`src/rtl/lfc_pkg.sv`:
```
// ----------------------------------------------------------------------------
// lfc_pkg
// Shared types and constants of the lagged Fibonacci memory pattern checker.
// ----------------------------------------------------------------------------
`default_nettype none

package lfc_pkg;

    // Generator shape: long lag (table depth) and short lag.
    localparam int LONG_LAG   = 7;
    localparam int SHORT_LAG  = 3;
    // Position of the short-lag tap in the rotating table, counted from the head.
    localparam int TAP_OFS    = (LONG_LAG - (SHORT_LAG % LONG_LAG)) % LONG_LAG;
    // Rotations that line the freshly seeded table up with the starting tap.
    localparam int ROT_STEPS  = SHORT_LAG % LONG_LAG;
    localparam int WARM_STEPS = 10 * LONG_LAG;
    localparam int CNT_W      = $clog2(WARM_STEPS);

    localparam logic [31:0] LCG_MUL = 32'd1103515245;
    localparam logic [31:0] LCG_INC = 32'd12345;

    localparam logic [31:0] MASK_BYTE = 32'h0000_00ff;
    localparam logic [31:0] MASK_HALF = 32'h0000_ffff;
    localparam logic [31:0] MASK_WORD = 32'hffff_ffff;

    // Configuration port
    localparam int ADDR_W    = 4;
    localparam int REG_IDX_W = ADDR_W - 2;
    localparam logic [REG_IDX_W-1:0] REG_SEED   = 2'd0;
    localparam logic [REG_IDX_W-1:0] REG_WIDTH  = 2'd1;
    localparam logic [REG_IDX_W-1:0] REG_REGION = 2'd2;

    // Element width codes
    localparam logic [1:0] WM_BYTE = 2'd0;
    localparam logic [1:0] WM_HALF = 2'd1;
    localparam logic [1:0] WM_WORD = 2'd2;

    typedef enum logic [1:0] {
        CMD_START = 2'd0,
        CMD_FILL  = 2'd1,
        CMD_CHECK = 2'd2
    } cmd_t;

    typedef enum logic [1:0] {
        ST_OK       = 2'd0,
        ST_MISMATCH = 2'd1,
        ST_INACTIVE = 2'd2
    } status_t;

    typedef struct packed {
        logic [31:0] seed;
        logic [1:0]  width_mode;
        logic [31:0] region_bytes;
    } cfg_t;

    typedef enum logic [2:0] {
        OP_HOLD,
        OP_LOAD,
        OP_MUL,
        OP_LCG,
        OP_ROT,
        OP_STEP
    } lag_op_t;

    typedef struct packed {
        lag_op_t     op;
        logic [31:0] seed;
    } lag_ctl_t;

    function automatic logic [31:0] width_mask(input logic [1:0] wm);
        logic [31:0] m;
        case (wm)
            WM_BYTE: m = MASK_BYTE;
            WM_HALF: m = MASK_HALF;
            default: m = MASK_WORD;
        endcase
        return m;
    endfunction

endpackage

`default_nettype wire

```
`src/rtl/lfc_apb_regs.sv`:
```
// ----------------------------------------------------------------------------
// lfc_apb_regs
// APB-style register file: seed, element width and region size.
// ----------------------------------------------------------------------------
`default_nettype none

module lfc_apb_regs (
    input  wire logic                       clk,
    input  wire logic                       rst_n,
    input  wire logic                       psel,
    input  wire logic                       penable,
    input  wire logic                       pwrite,
    input  wire logic [lfc_pkg::ADDR_W-1:0] paddr,
    input  wire logic [31:0]                pwdata,
    output logic      [31:0]                prdata,
    output logic                            pready,
    output lfc_pkg::cfg_t                   cfg
);

    logic [31:0] seed_reg, seed_next;
    logic [1:0]  width_reg, width_next;
    logic [31:0] region_reg, region_next;
    logic [lfc_pkg::REG_IDX_W-1:0] idx;
    logic        wr_en;

    assign idx    = paddr[lfc_pkg::ADDR_W-1:2];
    assign wr_en  = psel && penable && pwrite;
    assign pready = 1'b1;

    always_comb
    begin
        seed_next   = seed_reg;
        width_next  = width_reg;
        region_next = region_reg;
        if (wr_en)
        begin
            unique case (idx)
                lfc_pkg::REG_SEED:   seed_next   = pwdata;
                lfc_pkg::REG_WIDTH:  width_next  = pwdata[1:0];
                lfc_pkg::REG_REGION: region_next = pwdata;
                default:             ;
            endcase
        end
    end

    always_comb
    begin
        unique case (idx)
            lfc_pkg::REG_SEED:   prdata = seed_reg;
            lfc_pkg::REG_WIDTH:  prdata = {30'd0, width_reg};
            lfc_pkg::REG_REGION: prdata = region_reg;
            default:             prdata = 32'd0;
        endcase
    end

    always_ff @(posedge clk or negedge rst_n)
    begin
        if (!rst_n)
        begin
            seed_reg   <= 32'd0;
            width_reg  <= lfc_pkg::WM_WORD;
            region_reg <= 32'd0;
        end
        else
        begin
            seed_reg   <= seed_next;
            width_reg  <= width_next;
            region_reg <= region_next;
        end
    end

    assign cfg.seed         = seed_reg;
    assign cfg.width_mode   = width_reg;
    assign cfg.region_bytes = region_reg;

endmodule

`default_nettype wire

```
`config.mk`:
```
export PLATFORM = sky130hd
export DESIGN_NAME = lfc_apb_regs
export DESIGN_NICKNAME = d
export VERILOG_FILES = /design/src/rtl/lfc_pkg.sv /design/src/rtl/lfc_apb_regs.sv
export SDC_FILE = /design/constraint.sdc
export NUM_CORES = 1
export LEC_CHECK = 0
export BUFFER_PORTS_ARGS = -buffer_cell sky130_fd_sc_hd__buf_2
export CAP_MARGIN = 10
export CORE_ASPECT_RATIO = 1.2
export CORE_MARGIN = 3
export CORE_UTILIZATION = 43
export CTS_BUF_LIST = sky130_fd_sc_hd__clkbuf_4 sky130_fd_sc_hd__clkbuf_8
export DETAILED_ROUTE_END_ITERATION = 8
export PLACE_DENSITY = 0.75
export SYNTH_ARGS = -nofsm -noshare
export SYNTH_HDL_FRONTEND = slang
export SYNTH_SLANG_ARGS = --single-unit
```
`constraint.sdc`:
```
create_clock -name clk -period 1.6 [get_ports clk]
set_clock_uncertainty 0.1 [all_clocks]
set_input_delay 0.32 -clock clk [delete_from_list [all_inputs] [get_ports clk]]
set_output_delay 0.32 -clock clk [all_outputs]
set_load 0.05 [all_outputs]
```
==> flow_summary.yaml, run 1 <==
routing:
  dr.pass1.iters: 4
  viasPerCell: 5.030
  drc: 0
  dr_total_vias: 2329
  avgRoutedWirePerCell_microns: 15.79
  drt_iter0_drc: 82
  ant_nets: 0
  routed_wl_mm: 7.311
finish:
  fill_cells: 523
  post_route_cells_drive_above_1_share_pct: 73.02
  postLayoutCellArea_sq_mm: 0.004379
  register_area_sq_mm: 0.001653
  antenna_cells: 0
  final_nets: 414
  multi_input_area_sq_mm: 0.001388
  syn_to_final_growth_pct: 44.69
placed_design:
  gp_congestion: 0.6792
  dpl.hpwl_mm: 5.110
  dpl_cell_area_sq_mm: 0.003968
  port_buffers: 136
synth:
  ys_ff_latch: 66
  yosys.area.top_type_share_pct: 53.74
  synth_area_per_cell_sq_um: 13.82
  synth_area_leaders: "dfrtp_1, mux2_2, mux2i_1"
  synth_nets: 260
  yosysWarnings: 0
  synth_seq_area_share_pct: 54.61
  synthesis.instances: 219
  yosys.area.top_type: "dfrtp_1"
  yosysUniqueCellTypes: 18
  synth.cell_area_sq_mm: 0.003027
critical_path:
  crit_fanout: 3
  worst_setup_path_start_kind: "flop"
  end_kind: "primary output"
  crit_path_cell_trace: "mux2i_1, o21ai_2, buf_6"
  slowest_delay_ns: 0.54
  critPathSlowestCell: "dfstp_2"
  crit_required_ns: 1.18
  critPathKind: "reg2out"
  critPathArrivalTime_ns: 1.26
grt:
  grt_pass1_vias: 2314
  grtUsageTotal_pct: 17.78
  antenna_found_initial: 0
  grt_pass1_wl_mm: 11.17
  grt_max_degree: 67
  overflow: 0
die:
  rows: 32
  die_w_microns: 82.59
  start_util_pct: 45.54
  die_h_microns: 97.91
  design.core.area_sq_mm: 0.006646
  die_area_sq_mm: 0.008085
  ioPinCount: 140
sta:
  fmaxAchievable_mhz: 596.8
  fin_crit_ns: 1.676
  hold_viol: 0
  setup_violations: 13
  rsz0062_at_grt: "yes"
  final.setup.worst_slack_ns: -0.07563
  slew_viol_final: 0
  hold_slack_ns: 0.1177
  period_share_pct: 104.7
clocking:
  clock_sinks: 66
  root_buffer: "clkbuf_8"
  cts_inserted_buffers: 9
  clkTransAtPathRegs_ns: 0.07
  insertion_delay_ns: 0.32
  cts_tree: "done"
  htreeDepth: 3
  cts.path.max_buffers: 2
worst_hold_path:
  hold_path_class: "in2reg"
run_status:
  status: "complete, but fails checks"
  violations: "negative setup slack"
pwr:
  power.density_mw_per_mm2: 1600
  worst_ir_drop_vdd_uv: 1153
  p_leak_uw: 0.002194
run:
  drv_cap: 0
[path summary, 6_finish.rpt]
check | depth (start not counted) | endpoint | start | slack, ns
worst max-delay path | 3 | prdata[1] | width_reg[1] | -0.08
min in group asynchronous | 3 | seed_reg[0] | rst_n | 0.45
worst max register to register | 2 | seed_reg[13] | seed_reg[13] | 0.59
max in group asynchronous | 3 | width_reg[1] | rst_n | 0.65
worst min-delay path | 2 | seed_reg[28] | pwdata[28] | 0.12
worst min register to register | 1 | seed_reg[28] | seed_reg[28] | 0.41
[critical path, delay by kind of cell (launching register included)]
kind,cells,cell delay (ns)
flip-flops,1,0.54
buffers and inverters,1,0.17
multiplexers,1,0.08
AO/OA/AOI/OAI,1,0.14
[per-stage QoR]
step / TNS (ns) / power [uW] / std cells / utilization, % / setup WS [ns]
after floorplan: -3.039 / 4834 / 219 / - / -0.1086
after global placement: -2.662 / 5565 / 438 / 59.70 / -0.1241
after detailed placement: -3.662 / 5624 / 438 / 59.70 / -0.1659
after CTS: -0.4794 / 6964 / 458 / 64.33 / -0.1074
after global routing: -1.004 / 7324 / 463 / 65.89 / -0.1472
final: -0.1678 / 7009 / 463 / 65.89 / -0.07563
[area by class of cell]
cell class / count / area share (%)
flip-flops and latches: 66 / 37.74
multi-input cells: 138 / 31.69
repair buffers: 158 / 24.14
clock buffers: 13 / 3.657
well taps: 85 / 2.429
clock inverters: 3 / 0.3429
[power breakdown]
group          leakage (uW)  internal (uW)  switching, uW  total (uW)
clock             0.0000974            650            581        1230
combinational       0.00129            977           2430        3410
sequential         0.000808           2070            304        2370
[routing by layer]
metal  global-route usage [%]  up-vias  routed length (microns)
li1                         -     1070                        -
met1                    20.65     1151                     2942
met2                    30.62       97                     3639
met3                    4.982       11                      612
met4                    6.415        0                      117
met5                        0        -                        0
[cell usage after synthesis]
master,count
conb_1,1
or3b_1,1
nor3_4,1
buf_2,3
buf_4,3
buf_1,3
buf_6,6
nor3b_4,1
mux2_1,3
dfrtp_1,65
dfstp_2,1
nor2_1,30
nand3_2,1
o21ai_0,2
nand2_1,2
mux2_2,63
mux2i_1,32
nor2b_1,1
[cell usage in the layout, fill, tap and decap left out, types with 2 or more instances in the layout]
master    synthesis  routed
buf_2             3     116
dfrtp_1          65      65
mux2_2           63      63
mux2i_1          32      28
nor2_2            0      27
buf_4             3      18
buf_6             6      15
clkbuf_8          0      10
buf_12            0       6
nor2_4            0       3
mux2_1            3       3
clkinv_2          0       3
clkbuf_4          0       3
mux2i_4           0       2
nand2_1           2       2
o21ai_2           0       2
mux2i_2           0       2
[cells by family after synthesis]
logic type | after synthesis | synth area share, %
other | 1 | 0.1239
multiplexers | 98 | 35.14
buffers and inverters | 15 | 3.844
AO/OA/AOI/OAI | 2 | 0.3307
flip-flops | 66 | 54.61
AND/OR/NAND/NOR | 37 | 5.953
[repair_timing]
action | 4_1_cts | 5_1_grt
pin swaps | 1 | 1
setup buffers | 2 | 5
resized for setup | 23 | 28
cloned | 1 | 0
hold buffers | 1 | 0
setup endpoints to repair | 32 | 28
hold endpoints to repair | 65 | 0
(Power assumes the default switching activity.)
==> run 2, diff against run 1 <==
Settings changed: ABC_AREA set to 1, CTS_CLUSTER_SIZE set to 28.
==> flow_summary.yaml, run 2 <==
worst_hold_path:
  hold_path_class: "in2reg"
synth:
  synth.cell_area_sq_mm: 0.002964
  yosysWarnings: 0
  synth_flop_cell: "dfrtp_1"
  synth_nets: 439
  synthesis.instances: 398
  ys_ff_latch: 66
  yosysUniqueCellTypes: 12
  synth_most_common_cell: "nand2_1"
  synth_area_leaders: "dfrtp_1, nand2_1, buf_2"
  yosys.area.top_type: "dfrtp_1"
  synth_area_per_cell_sq_um: 7.447
  synth_edf_count: 0
  synth_commonest_cells: "nand2_1, dfrtp_1, buf_2"
  yosys.area.top_type_share_pct: 54.88
  synth_seq_area_share_pct: 55.76
  synthArstFlopShare_pct: 100.0
sta:
  fmaxAchievable_mhz: 636.8
  hold_viol: 0
  final.setup.worst_slack_ns: 0.02963
  rsz0062_at_grt: "yes"
  period_share_pct: 98.15
  setup_violations: 0
  fin_crit_ns: 1.570
  slew_viol_final: 0
grt:
  overflow: 0
  grt_max_degree: 67
  antenna_found_initial: 0
  grt_pass1_vias: 2691
  grt_pass1_wl_mm: 12.74
  grtUsageTotal_pct: 20.52
pwr:
  power.density_mw_per_mm2: 1524
  total_power_uw: 6432
  worst_ir_drop_vdd_uv: 840.5
  p_leak_uw: 0.002566
die:
  start_util_pct: 45.14
  die_h_microns: 96.95
  rows: 32
  design.core.area_sq_mm: 0.006566
  die_area_sq_mm: 0.007930
  die_w_microns: 81.79
  ioPinCount: 140
routing:
  routed_wl_mm: 8.185
  ant_nets: 0
  drt_iter0_drc: 139
  viasPerCell: 4.673
  dr_total_vias: 2958
  drc: 0
  dr.pass1.iters: 4
  avgRoutedWirePerCell_microns: 12.93
critical_path:
  critPathArrivalTime_ns: 1.15
  crit_required_ns: 1.18
  end_kind: "primary output"
  crit_path_cell_trace: "nand2_2, nand3_2, buf_8"
  slowest_delay_ns: 0.55
  worst-path-buf-inv: 1
  cp_top_family: "flip-flops"
  critPathKind: "reg2out"
  worst_setup_path_start_kind: "flop"
  crit_fanout: 3
  critPathSlowestCell: "dfstp_2"
clocking:
  clock_sinks: 66
  cts_inserted_buffers: 9
  root_buffer: "clkbuf_8"
  cts.path.max_buffers: 2
  htreeDepth: 3
  insertion_delay_ns: 0.32
  cts_tree: "done"
  clkTransAtPathRegs_ns: 0.08
run_status:
  status: "complete, no violations"
placed_design:
  port_buffers: 136
  dpl_cell_area_sq_mm: 0.003794
  dp.cells: 614
  pre_cts_slack_ns: -0.04218
  dpl.hpwl_mm: 5.616
  gp_congestion: 0.7730
finish:
  fill_cells: 585
  final_nets: 584
  final_cells: 633
  final_common_cell: "nand2_1"
  mostFrequentLayoutCells: "nand2_1, buf_2, dfrtp_1"
  postLayoutCellArea_sq_mm: 0.004222
  syn_to_final_growth_pct: 42.42
  antenna_cells: 0
  post_route_cells_drive_above_1_share_pct: 33.03
run:
  drv_cap: 0
run 2: final timing paths:
check	start	slack (ns)	to	depth (start not counted)
setup / recovery	width_reg[1]	0.03	prdata[1]	3
max in group asynchronous	rst_n	0.65	width_reg[1]	3
min in group asynchronous	rst_n	0.44	region_reg[15]	3
hold / removal	pwdata[22]	0.1	region_reg[22]	3
hold reg to reg	region_reg[10]	0.39	region_reg[10]	2
setup reg to reg	width_reg[1]	0.75	width_reg[1]	2
run 2: per-stage QoR:
step / setup TNS [ns] / hold WS, ns / utilization, %
3_5_place_dp: -0.4217 / 0.2646 / 57.77
4_1_cts: 0 / 0.08155 / 62.23
3_3_place_gp: -0.01196 / 0.2607 / 57.77
5_1_grt: -0.1953 / 0.09399 / 64.29
6_report: 0 / 0.09820 / 64.29
2_1_floorplan: 0 / -0.07559 / -
run 2: power by group:
group | leakage (uW) | internal [uW] | switching [uW] | total [uW]
Combinational | 0.00162 | 646 | 2110 | 2750
Sequential | 0.000836 | 2010 | 278 | 2290
Clock | 0.000106 | 774 | 609 | 1380
run 2: timing repair:
| item | 4_1_cts | 5_1_grt |
|---|---|---|
| hold endpoints to repair | 65 | 0 |
| hold buffers | 1 | 0 |
| resized for setup | 33 | 34 |
| endpoints found under the setup margin | 32 | 31 |
| pin swaps | 1 | 0 |
| cloned | 0 | 1 |
| buffers inserted | 0 | 1 |
run 2: cells by family (layout without fill, tap and decap cells):
group / after synthesis / after routing / synth area share (%)
simple gates: 305 / 305 / 39.34
flops: 66 / 66 / 55.76
buf+inv: 24 / 174 / 4.432
compound gates: 2 / 2 / 0.3377
other cells: 1 / 1 / 0.1265
run 2: worst register-to-register path, stage by stage, from the launching register on:
cell and delay [ns]:
dfstp_2 0.55, o21ai_0 0.08, nand2_1 0.07
run 2: layout make-up:
cell class	instances	area [sq um]	area share, %
tap	85	106.4	2.519
clock buffer	11	145.1	3.438
multi-input combinational	308	1200	28.42
sequential	66	1653	39.15
timing repair buffer	153	1042	24.69
inverter	5	21.27	0.5039
clock inverter	5	53.80	1.274
run 2: routing by layer:
layer	up-vias	GRT usage (%)	share of wire [%]
met2	106	34.60	52
met1	1368	26.10	41
met4	0	7.673	0.89
li1	1477	-	-
met3	7	2.980	6.4
met5	-	0	0
==> run 3, diff against run 2 <==
Settings changed: ABC_AREA 1 to not set.
Clock period 1.6 ns to 1.8 ns, I/O delays scaled along.
==> flow_summary.yaml, run 3 (same netlist as run 1, synthesis figures left out) <==
run_status:
  status: "complete, no violations"
finish:
  antenna_cells: 0
  syn_to_final_growth_pct: 38.36
  final_util_pct: 63.01
  post_route_cells_drive_above_1_share_pct: 70.77
  final_cells: 451
  final_common_cell: "buf_2"
  final_nets: 402
  mostFrequentLayoutCells: "buf_2, dfrtp_1, mux2_2"
sta:
  period_share_pct: 95.65
  slew_viol_final: 0
  setup_violations: 0
  tns_ns: 0
  final.setup.worst_slack_ns: 0.07825
  fmaxAchievable_mhz: 580.8
  hold_viol: 0
  rsz0062_at_grt: "no"
  fin_crit_ns: 1.722
die:
  start_util_pct: 45.54
  die_area_sq_mm: 0.008085
  die_h_microns: 97.91
  die_w_microns: 82.59
  design.core.area_sq_mm: 0.006646
  ioPinCount: 140
  rows: 32
critical_path:
  cp-startpoint: "width_reg[1]"
  r2r-end: "seed_reg[27]"
  rr_startpoint: "seed_reg[27]"
  critPathKind: "reg2out"
  crit_fanout: 3
  crit_required_ns: 1.34
  worst_setup_path_start_kind: "flop"
  r2r_setup_slack_ns: 0.90
  end_kind: "primary output"
  crit_end: "prdata[1]"
  rr_worst_depth: 1
  critPathArrivalTime_ns: 1.26
placed_design:
  gp_congestion: 0.6859
  port_buffers: 136
  dp.cells: 434
  pre_cts_slack_ns: -0.008268
  dpl.hpwl_mm: 4.966
routing:
  viasPerCell: 4.900
  ant_nets: 0
  drt_iter0_drc: 48
  routed_wl_mm: 6.859
  drc: 0
  dr_total_vias: 2210
  avgRoutedWirePerCell_microns: 15.21
  dr.pass1.iters: 2
grt:
  overflow: 0
  grtUsageTotal_pct: 17.56
  grt_pass1_wl_mm: 11.05
  grt_max_degree: 67
  top_usage_layer: "met2"
  met1_usage_pct: 21.23
  grtUsageMet3_pct: 5.258
  antenna_found_initial: 0
  grt_pass1_vias: 2320
  grtUsageMet2_pct: 29.32
pwr:
  total_power_uw: 6421
  worst_ir_drop_vdd_uv: 913.1
  power.density_mw_per_mm2: 1533
  p_leak_uw: 0.002133
clocking:
  cts_tree: "done"
  cts_inserted_buffers: 9
  insertion_delay_ns: 0.31
  clock_sinks: 66
  htreeDepth: 3
  root_buffer: "clkbuf_8"
  clkTransAtPathRegs_ns: 0.08
  cts.path.max_buffers: 2
run:
  drv_cap: 0
worst_hold_path:
  hold_path_class: "in2reg"
==> run 3: worst max-delay path, stage by stage, from the launching register on <==
cell     delay [ns]
dfstp_2        0.54
mux2i_1        0.07
o21ai_1        0.12
buf_4          0.21
==> run 3: power breakdown <==
group	leakage, uW	total [uW]	switching (uW)	internal [uW]
combinational	0.00121	2840	2120	728
sequential	0.000808	2090	250	1830
clock	0.000120	1490	542	950
==> run 3: metrics by stage <==
step | hold slack [ns] | cell area [sq um]
after floorplan | -0.03559 | 3105
after global placement | 0.3008 | 3931
after detailed placement | 0.3065 | 3931
after CTS | 0.1429 | 4185
after global routing | 0.1475 | 4188
final | 0.1599 | 4188
==> run 3: cell type report <==
type	instances	area (sq um)
sequential	66	1653
clock inverter	5	102.6
tap	85	106.4
clock buffer	11	138.9
fill	567	2459
timing repair buffer	146	850.8
multi-input combinational	138	1336
==> run 3: metal layers <==
metal	share of wire [%]	vias up	wire, microns
li1	-	1044	-
met1	41	1074	2793
met2	50	86	3430
met3	8.4	6	573
met4	0.89	0	61
met5	0	-	0
==> run 3: worst min-delay path by stage <==
stage | start | end | slack (ns) | cells after the start
after floorplan | rst_n | region_reg[0] | -0.04 | 0
after global placement | rst_n | region_reg[1] | 0.30 | 2
after detailed placement | rst_n | region_reg[1] | 0.31 | 2
after CTS | pwdata[28] | seed_reg[28] | 0.14 | 2
after global routing | pwdata[28] | seed_reg[28] | 0.15 | 2
final | pwdata[28] | seed_reg[28] | 0.16 | 2
==> run 3: what timing repair did <==
action	4_1_cts	5_1_grt
hold buffers	1	0
gates resized for setup	1	2
endpoints found under the setup margin	3	1
setup buffers	0	0
hold endpoints to repair	65	0
